--- config.mk ---
export PLATFORM = sky130hd
export DESIGN_NAME = lfu_cache_unit
export DESIGN_NICKNAME = d
export VERILOG_FILES = /design/src/rtl/lfu_pkg.sv /design/src/rtl/lfu_cell.sv /design/src/rtl/lfu_cache_unit.sv
export SDC_FILE = /design/constraint.sdc
export NUM_CORES = 2
export LEC_CHECK = 0
export CORE_MARGIN = 5
export CORE_UTILIZATION = 58
export CTS_BUF_LIST = sky130_fd_sc_hd__clkbuf_16
export DETAILED_ROUTE_END_ITERATION = 10
export DONT_BUFFER_PORTS = 1
export GPL_ROUTABILITY_DRIVEN = 0
export PLACE_DENSITY = 0.76
export SYNTH_ARGS = -nofsm -noshare
export SYNTH_HDL_FRONTEND = slang
export SYNTH_SLANG_ARGS = --single-unit
--- constraint.sdc ---
create_clock -name clk -period 16 [get_ports clk]
set_input_delay 2.4 -clock clk [delete_from_list [all_inputs] [get_ports clk]]
set_output_delay 2.4 -clock clk [all_outputs]
set_load 0.05 [all_outputs]
--- src/rtl/lfu_pkg.sv ---
// Shared types and constants for the LFU cache: request and response
// payloads, the broadcast command that the controller sends down the cell row.
// No dependencies.
package lfu_pkg;

  localparam int KEY_W  = 32;
  localparam int DATA_W = 32;
  localparam int CAP_W  = 5;

  localparam logic [CAP_W-1:0] CAP_RESET = 5'd16;

  typedef struct packed {
    logic                     kind;
    logic [KEY_W-1:0]         key;
    logic signed [DATA_W-1:0] value;
  } lfu_req_t;

  typedef struct packed {
    logic                     hit;
    logic signed [DATA_W-1:0] read_value;
  } lfu_rsp_t;

  localparam logic KIND_GET = 1'b0;
  localparam logic KIND_PUT = 1'b1;

  typedef enum logic [1:0] {
    CMD_NONE   = 2'd0,
    CMD_TOUCH  = 2'd1,
    CMD_EVICT  = 2'd2,
    CMD_INSERT = 2'd3
  } lfu_op_t;

  typedef struct packed {
    lfu_op_t                  op;
    logic                     wr_data;
    logic [KEY_W-1:0]         key;
    logic signed [DATA_W-1:0] data;
  } lfu_cmd_t;

endpackage

--- src/rtl/lfu_cell.sv ---
// One cache slot: valid, key, data, use count and recency rank, plus one
// stage of the victim / free-slot sweep that runs along the cell row.
// Depends on lfu_pkg.
module lfu_cell import lfu_pkg::*; #(
  parameter int IDX_W      = 4,
  parameter int COUNT_BITS = 16,
  parameter int CELL_IDX   = 0
) (
  input  logic                     clk,
  input  logic                     rst,
  input  lfu_cmd_t                 cmd,
  input  logic [IDX_W-1:0]         cmd_idx,
  input  logic [IDX_W-1:0]         cmd_rank,
  input  logic [KEY_W-1:0]         lookup_key,
  output logic                     match,
  output logic                     valid_out,
  output logic signed [DATA_W-1:0] data_out,
  output logic [IDX_W-1:0]         rank_out,
  input  logic                     prev_vic_found,
  input  logic [IDX_W-1:0]         prev_vic_idx,
  input  logic [COUNT_BITS-1:0]    prev_vic_count,
  input  logic [IDX_W-1:0]         prev_vic_rank,
  input  logic                     prev_free_found,
  input  logic [IDX_W-1:0]         prev_free_idx,
  output logic                     next_vic_found,
  output logic [IDX_W-1:0]         next_vic_idx,
  output logic [COUNT_BITS-1:0]    next_vic_count,
  output logic [IDX_W-1:0]         next_vic_rank,
  output logic                     next_free_found,
  output logic [IDX_W-1:0]         next_free_idx
);

  localparam logic [IDX_W-1:0] MY_IDX = IDX_W'(CELL_IDX);

  logic                     valid;
  logic [KEY_W-1:0]         key;
  logic signed [DATA_W-1:0] data;
  logic [COUNT_BITS-1:0]    count;
  logic [IDX_W-1:0]         rank;
  logic                     is_target;
  logic                     own_better;

  assign is_target = (cmd_idx == MY_IDX);
  assign match     = valid && (key == lookup_key);
  assign valid_out = valid;
  assign data_out  = data;
  assign rank_out  = rank;

  // Lower count wins; on equal counts the older (higher rank) entry wins.
  assign own_better = !prev_vic_found || (count < prev_vic_count) ||
                      ((count == prev_vic_count) && (rank > prev_vic_rank));

  always_ff @(posedge clk) begin
    if (rst) begin
      valid           <= 1'b0;
      next_vic_found  <= 1'b0;
      next_free_found <= 1'b0;
    end else begin
      // Sweep stage: pass the best candidate so far, or take over.
      if (valid && own_better) begin
        next_vic_found <= 1'b1;
        next_vic_idx   <= MY_IDX;
        next_vic_count <= count;
        next_vic_rank  <= rank;
      end else begin
        next_vic_found <= prev_vic_found;
        next_vic_idx   <= prev_vic_idx;
        next_vic_count <= prev_vic_count;
        next_vic_rank  <= prev_vic_rank;
      end
      if (!valid && !prev_free_found) begin
        next_free_found <= 1'b1;
        next_free_idx   <= MY_IDX;
      end else begin
        next_free_found <= prev_free_found;
        next_free_idx   <= prev_free_idx;
      end

      unique case (cmd.op)
        CMD_TOUCH: begin
          if (valid && (rank < cmd_rank)) rank <= rank + IDX_W'(1);
          if (is_target) begin
            rank <= '0;
            if (count != '1) count <= count + COUNT_BITS'(1);
            if (cmd.wr_data) data <= cmd.data;
          end
        end
        CMD_EVICT: begin
          if (valid && (rank > cmd_rank)) rank <= rank - IDX_W'(1);
          if (is_target) valid <= 1'b0;
        end
        CMD_INSERT: begin
          if (valid) rank <= rank + IDX_W'(1);
          if (is_target) begin
            valid <= 1'b1;
            key   <= cmd.key;
            data  <= cmd.data;
            count <= COUNT_BITS'(1);
            rank  <= '0;
          end
        end
        CMD_NONE: begin
        end
      endcase
    end
  end

endmodule

--- src/rtl/lfu_cache_unit.sv ---
// Top level of the LFU cache: controller, request/response registers and
// the row of lfu_cell slots. Depends on lfu_pkg and lfu_cell.
//
//  channel | signals                    | direction | transaction
//  --------+----------------------------+-----------+------------------------------
//  req     | req_valid, req_ready, req  | in        | one get or put request
//  rsp     | rsp_valid, rsp_ready, rsp  | out       | one result per get, none per put
//  cfg     | cfg_valid, cfg_ready, cfg_data | in    | write of capacity
//
// Steps: a get or a put to a present key passes accept, key compare, and
// decide and update. A put of a new key then runs passes of the victim /
// free-slot sweep, one pass per eviction plus one for the insert; the sweep
// walks the cell row one cell per cycle. With capacity 0 a put is dropped.
// Reset clears all valid bits and occupancy at once and sets capacity to 16.
// A get whose result register is still full holds in the decide step until
// the earlier transaction is taken; cfg is always ready.
module lfu_cache_unit import lfu_pkg::*; #(
  parameter int ENTRIES    = 16,
  parameter int COUNT_BITS = 16
) (
  input  logic             clk,
  input  logic             rst,
  input  logic             req_valid,
  output logic             req_ready,
  input  lfu_req_t         req,
  output logic             rsp_valid,
  input  logic             rsp_ready,
  output lfu_rsp_t         rsp,
  input  logic             cfg_valid,
  output logic             cfg_ready,
  input  logic [CAP_W-1:0] cfg_data
);

  localparam int IDX_W = (ENTRIES > 1) ? $clog2(ENTRIES) : 1;
  localparam int OCC_W = $clog2(ENTRIES + 1);
  localparam int CMP_W = (OCC_W > CAP_W) ? OCC_W : CAP_W;

  typedef enum logic [4:0] {
    ST_IDLE   = 5'b00001,
    ST_LOOKUP = 5'b00010,
    ST_DECIDE = 5'b00100,
    ST_SWEEP  = 5'b01000,
    ST_PICK   = 5'b10000
  } state_t;

  state_t state, state_next;

  logic [CAP_W-1:0]  capacity;
  logic [OCC_W-1:0]  occupancy;
  logic [IDX_W-1:0]  sweep_cnt;
  lfu_req_t          req_q;

  // Registered lookup result.
  logic                     hit_q;
  logic [IDX_W-1:0]         hit_idx;
  logic [IDX_W-1:0]         hit_rank;
  logic signed [DATA_W-1:0] hit_data;

  // Combinational lookup select over the row.
  logic                     hit_any;
  logic [IDX_W-1:0]         sel_idx;
  logic [IDX_W-1:0]         sel_rank;
  logic signed [DATA_W-1:0] sel_data;

  logic [CMP_W-1:0] cap_ext;
  logic [CMP_W-1:0] cap_eff;
  logic [CMP_W-1:0] occ_ext;
  logic             need_evict;
  logic             rsp_free;
  logic             rsp_load;

  lfu_cmd_t         cmd;
  logic [IDX_W-1:0] cmd_idx;
  logic [IDX_W-1:0] cmd_rank;

  logic                     match_vec [ENTRIES];
  logic                     valid_vec [ENTRIES];
  logic signed [DATA_W-1:0] data_vec  [ENTRIES];
  logic [IDX_W-1:0]         rank_vec  [ENTRIES];
  logic [ENTRIES-1:0]       match_bits;
  logic [ENTRIES-1:0]       valid_bits;

  // Sweep chain between cells; link 0 feeds an empty candidate.
  logic                  vic_found  [ENTRIES+1];
  logic [IDX_W-1:0]      vic_idx    [ENTRIES+1];
  logic [COUNT_BITS-1:0] vic_count  [ENTRIES+1];
  logic [IDX_W-1:0]      vic_rank   [ENTRIES+1];
  logic                  free_found [ENTRIES+1];
  logic [IDX_W-1:0]      free_idx   [ENTRIES+1];

  assign vic_found[0]  = 1'b0;
  assign vic_idx[0]    = '0;
  assign vic_count[0]  = '0;
  assign vic_rank[0]   = '0;
  assign free_found[0] = 1'b0;
  assign free_idx[0]   = '0;

  for (genvar i = 0; i < ENTRIES; i++) begin : g_cell
    lfu_cell #(
      .IDX_W      (IDX_W),
      .COUNT_BITS (COUNT_BITS),
      .CELL_IDX   (i)
    ) u_cell (
      .clk             (clk),
      .rst             (rst),
      .cmd             (cmd),
      .cmd_idx         (cmd_idx),
      .cmd_rank        (cmd_rank),
      .lookup_key      (req_q.key),
      .match           (match_vec[i]),
      .valid_out       (valid_vec[i]),
      .data_out        (data_vec[i]),
      .rank_out        (rank_vec[i]),
      .prev_vic_found  (vic_found[i]),
      .prev_vic_idx    (vic_idx[i]),
      .prev_vic_count  (vic_count[i]),
      .prev_vic_rank   (vic_rank[i]),
      .prev_free_found (free_found[i]),
      .prev_free_idx   (free_idx[i]),
      .next_vic_found  (vic_found[i+1]),
      .next_vic_idx    (vic_idx[i+1]),
      .next_vic_count  (vic_count[i+1]),
      .next_vic_rank   (vic_rank[i+1]),
      .next_free_found (free_found[i+1]),
      .next_free_idx   (free_idx[i+1])
    );
    assign match_bits[i] = match_vec[i];
    assign valid_bits[i] = valid_vec[i];
  end

  // Keys are unique among valid slots, so at most one cell matches:
  // an OR of the masked fields selects it.
  always_comb begin
    hit_any  = 1'b0;
    sel_idx  = '0;
    sel_rank = '0;
    sel_data = '0;
    for (int i = 0; i < ENTRIES; i++) begin
      if (match_vec[i]) begin
        hit_any  = 1'b1;
        sel_idx  = sel_idx | IDX_W'(i);
        sel_rank = sel_rank | rank_vec[i];
        sel_data = sel_data | data_vec[i];
      end
    end
  end

  // Capacity above the slot count saturates.
  assign cap_ext    = CMP_W'(capacity);
  assign cap_eff    = (cap_ext > CMP_W'(ENTRIES)) ? CMP_W'(ENTRIES) : cap_ext;
  assign occ_ext    = CMP_W'(occupancy);
  assign need_evict = (occ_ext >= cap_eff) && (occupancy != '0);

  assign rsp_free  = !rsp_valid || rsp_ready;
  assign req_ready = (state == ST_IDLE);
  assign cfg_ready = 1'b1;

  // Controller: pick the next state and the command broadcast to the row.
  always_comb begin
    state_next  = state;
    cmd.op      = CMD_NONE;
    cmd.wr_data = 1'b0;
    cmd.key     = req_q.key;
    cmd.data    = req_q.value;
    cmd_idx     = hit_idx;
    cmd_rank    = hit_rank;
    rsp_load    = 1'b0;
    unique case (state)
      ST_IDLE: begin
        if (req_valid) state_next = ST_LOOKUP;
      end
      ST_LOOKUP: begin
        state_next = ST_DECIDE;
      end
      ST_DECIDE: begin
        if (req_q.kind == KIND_GET) begin
          // Hold until the result register can take this transaction.
          if (rsp_free) begin
            rsp_load   = 1'b1;
            state_next = ST_IDLE;
            if (hit_q) cmd.op = CMD_TOUCH;
          end
        end else if (cap_eff == '0) begin
          state_next = ST_IDLE;
        end else if (hit_q) begin
          cmd.op      = CMD_TOUCH;
          cmd.wr_data = 1'b1;
          state_next  = ST_IDLE;
        end else begin
          state_next = ST_SWEEP;
        end
      end
      ST_SWEEP: begin
        if (sweep_cnt == IDX_W'(ENTRIES - 1)) state_next = ST_PICK;
      end
      ST_PICK: begin
        // The last link now holds the settled victim and first free slot.
        if (need_evict) begin
          cmd.op     = CMD_EVICT;
          cmd_idx    = vic_idx[ENTRIES];
          cmd_rank   = vic_rank[ENTRIES];
          state_next = ST_SWEEP;
        end else begin
          if (free_found[ENTRIES]) cmd.op = CMD_INSERT;
          cmd_idx    = free_idx[ENTRIES];
          state_next = ST_IDLE;
        end
      end
      default: state_next = ST_IDLE;
    endcase
  end

  always_ff @(posedge clk) begin
    if (rst) begin
      state     <= ST_IDLE;
      capacity  <= CAP_RESET;
      occupancy <= '0;
      rsp_valid <= 1'b0;
      sweep_cnt <= '0;
    end else begin
      state <= state_next;
      if (cfg_valid) capacity <= cfg_data;

      // Advance the sweep wait; restart it whenever the sweep is entered.
      if (state == ST_SWEEP) sweep_cnt <= sweep_cnt + IDX_W'(1);
      else                   sweep_cnt <= '0;

      if (cmd.op == CMD_EVICT)  occupancy <= occupancy - OCC_W'(1);
      if (cmd.op == CMD_INSERT) occupancy <= occupancy + OCC_W'(1);

      if (rsp_load)                    rsp_valid <= 1'b1;
      else if (rsp_valid && rsp_ready) rsp_valid <= 1'b0;
    end
  end

  // Payload registers.
  always_ff @(posedge clk) begin
    if (req_valid && req_ready) req_q <= req;
    if (state == ST_LOOKUP) begin
      hit_q    <= hit_any;
      hit_idx  <= sel_idx;
      hit_rank <= sel_rank;
      hit_data <= sel_data;
    end
    if (rsp_load) begin
      rsp.hit        <= hit_q;
      rsp.read_value <= hit_q ? hit_data : '0;
    end
  end

  // Occupancy tracks the number of valid slots.
  a_occ_count: assert property (@(posedge clk) disable iff (rst)
    occupancy == OCC_W'($countones(valid_bits)))
    else $error("occupancy differs from the number of valid slots");

  // A key is never held in two slots.
  a_key_unique: assert property (@(posedge clk) disable iff (rst)
    $onehot0(match_bits))
    else $error("key matches more than one slot");

  // Once no eviction is due, the sweep has found a free slot for the insert.
  a_free_slot: assert property (@(posedge clk) disable iff (rst)
    (state == ST_PICK && !need_evict) |-> free_found[ENTRIES])
    else $error("insert with no free slot");

  // An eviction always has a settled victim to drop.
  a_victim_found: assert property (@(posedge clk) disable iff (rst)
    (state == ST_PICK && need_evict) |-> vic_found[ENTRIES])
    else $error("eviction with no victim");

  // A get result is loaded only from the decide step.
  a_rsp_source: assert property (@(posedge clk) disable iff (rst)
    (!rsp_valid ##1 rsp_valid) |-> $past(state == ST_DECIDE && req_q.kind == KIND_GET))
    else $error("result raised outside a get");

endmodule
==> metrics <==
post-synthesis sequential area ratio=0.646; Core Area=154,000 um2; Total Power=10,800 uW; critical path arrival=6440 ps; vias=54.6k; DRT iter0 DRCs=5,604; Clock Sinks=1,952; # Post-CTS Setup Buffers=0; worst skew pair latency=840 ps; initial antenna violation count=5; DRC=0; fmax=167 MHz; commonest cells in the netlist=edfxtp_1, xor2_1, ha_1; Fillers=10.8k; final hold violation count=0; Max Clock Skew=62.4 ps; Yosys top cell by area=edfxtp_1; die area=163,000 um2; CTS resizes=0; Post-CTS Hold Buffers=0; Slew Limit Fails=0; syn_nets=6,994; max_slew headroom=0.152; Routed WL per cell=24.1 um; Crit Path Class=in -> reg; global-route wire length before repair=322,000 um; Synth Cell Area=89,700 um2; Die H=403 um; vias per cell=6.23; Remaining Overflow, GRT=0; HP Class=reg -> reg; worst-margin pin slew=1270 ps; CTS buffer count=190; Worst setup EP type=flop; footprint of the multi-input gates=29,900 um2; Total Routing Usage GR=0.256; Post-synth EDFFs=1,885; Synth async-reset ratio=0; DP HPWL=128,000 um; # IOs=111; top-count cell post-synth=edfxtp_1; post-synth top area share=0.631; remaining antenna violation count after routing=0; VDD IR-drop max=0.000115 V; PD cells=109 nW/um2; Cell Chain, Critical Path=inv_8, buf_4, buf_12, buf_4, o21ai_0, a31oi_1; critical path buffer and inverter count=4; layout cells sized above 1=0.119; Root Driver=clkbuf_16; CTS tree=yes; critical path peak fanout=185; Synth cell types=73; final WL=212,000 um; fin crit period=5980 ps; slowest stage cell, crit path=buf_4; most used cell, CP=buf_4; vias in the first global route=53.8k; MaxCap Viol Count=0; IO buf count=0; slowest stage delay, CP=960 ps; row cnt=144; area grow syn2layout=10.4%; CTS Buffer Depth=3; Critical Path Source Type=input pin; Top delay family on crit path=buffers and inverters; RSZ-0062 raised after global routing=no; P_leak=0.0356 uW; Initial Util=0.583; Avg Cell Area, Syn=13.8 um2; top cells by area, synth=edfxtp_1, ha_1, xor2_1; setup TNS after final layout=0 ps; setup violators final=0; status=finished clean; largest net degree at the start of global routing=186; Worst Path Required=16,460 ps; clk slew on worst S/H paths=60 ps; # H-tree levels=4; Synth warnings=0; Post-synth top flop=edfxtp_1; Post-Syn Instances=6,497; Pre-antenna DRT Iters=6; Synth Register Bits=1,952; Final period util=0.374; Die Span X=403 um; final net count=7,058; FF+latch area=57,900 um2
-- placed cells by master (no fill, tap or decap), types with 11 or more instances in the layout --
cell / count
o21ai_0: 196
a31oi_1: 37
a221oi_1: 152
clkinv_2: 32
xor2_1: 447
mux2_2: 255
dfxtp_1: 67
xnor2_1: 255
o21ai_2: 15
inv_1: 402
buf_4: 132
nand3_1: 145
clkinv_1: 38
nor2_4: 26
clkinv_16: 11
mux2i_1: 33
a21o_1: 92
a311oi_2: 11
and3_1: 59
nor2_1: 367
o21a_1: 13
nand2b_1: 72
nand2_1: 214
clkbuf_16: 191
o41ai_1: 11
a22o_1: 144
nor4_1: 98
ha_1: 421
nor2b_1: 95
bufinv_16: 19
nand4_1: 222
nor3_1: 43
and4_1: 11
or2_2: 27
edfxtp_1: 1885
and2_1: 80
a21oi_1: 185
or3_1: 44
-- routing by layer --
layer	up-vias	wire length, um	part of all wire	track usage
met5	-	13	0.000061	0
met4	2	7340	0.035	0.0889
met3	434	17900	0.085	0.0420
met2	2540	101000	0.48	0.417
met1	27000	85800	0.41	0.353
li1	24600	-	-	-
-- layout make-up --
type | count | share of cell area
diodes | 7 | 0.000177
clock buffers | 191 | 0.0483
clock inverters | 154 | 0.0148
inverters | 362 | 0.0138
multi-input cells | 3922 | 0.302
flip-flops and latches | 1952 | 0.585
well taps | 2044 | 0.0258
repair buffers | 133 | 0.0102
-- worst min-delay path: cells and delay by family (launching register included) --
kind	cells	cell delay, ps
flops	1	310
compound gates	1	50
buf+inv	1	50
-- final timing paths --
kind,startpoint,end,slack (ps),cells after the start
worst min-delay path,g_cell[3].u_cell.next_free_found,g_cell[4].u_cell.next_free_found,430,2
worst max register to register,cap_ext[4],g_cell[9].u_cell.rank_out[0],10660,17
worst max-delay path,rst,g_cell[10].u_cell.rank_out[1],10020,6
worst min register to register,g_cell[3].u_cell.next_free_found,g_cell[4].u_cell.next_free_found,430,2
-- sequential cells by signal (all words and copies together) (netlist names), 15 cells and up --
name / cells
g_cell.u_cell.next_vic_rank: 64
g_cell.u_cell.next_vic_count: 240
rsp: 33
g_cell.u_cell.key: 512
g_cell.u_cell.next_vic_idx: 49
g_cell.u_cell.data_out: 512
cmd: 64
g_cell.u_cell.valid_out: 16
g_cell.u_cell.next_free_idx: 49
g_cell.u_cell.next_vic_found: 15
g_cell.u_cell.count: 256
g_cell.u_cell.rank_out: 64
hit_data: 32
g_cell.u_cell.next_free_found: 16
-- through the flow --
stage / setup WS [ps] / hold WS, ps / util / area (um2) / std cells
3_3_place_gp: 9360 / 433 / 0.603 / 92800 / 8413
5_1_grt: 9790 / 442 / 0.643 / 99000 / 8758
6_report: 10020 / 430 / 0.644 / 99000 / 8765
2_1_floorplan: 319 / 418 / - / 89700 / 6497
4_1_cts: 10120 / 424 / 0.643 / 99000 / 8758
3_5_place_dp: 9250 / 443 / 0.603 / 92800 / 8413
-- report_power, final --
group          switching, uW  leakage, uW  total (uW)  internal [uW]
Combinational            366       0.0146         555            190
Clock                   1950      0.00318        4450           2490
Sequential              85.6       0.0178        5830           5750
Total                   2410       0.0356       10800           8430
-- cells by family (layout without fill, tap and decap cells) --
group	Yosys count	in the layout	synth area share
XOR/XNOR	702	702	0.0685
other	1	8	0.0000418
buffers and inverters	623	840	0.0267
AO/OA/AOI/OAI	950	950	0.0740
flip-flops	1952	1952	0.646
adder cells (fa/ha/maj)	422	422	0.0589
AND/OR/NAND/NOR	1556	1556	0.0899
multiplexers	291	291	0.0360
(Power assumes the default switching activity.)
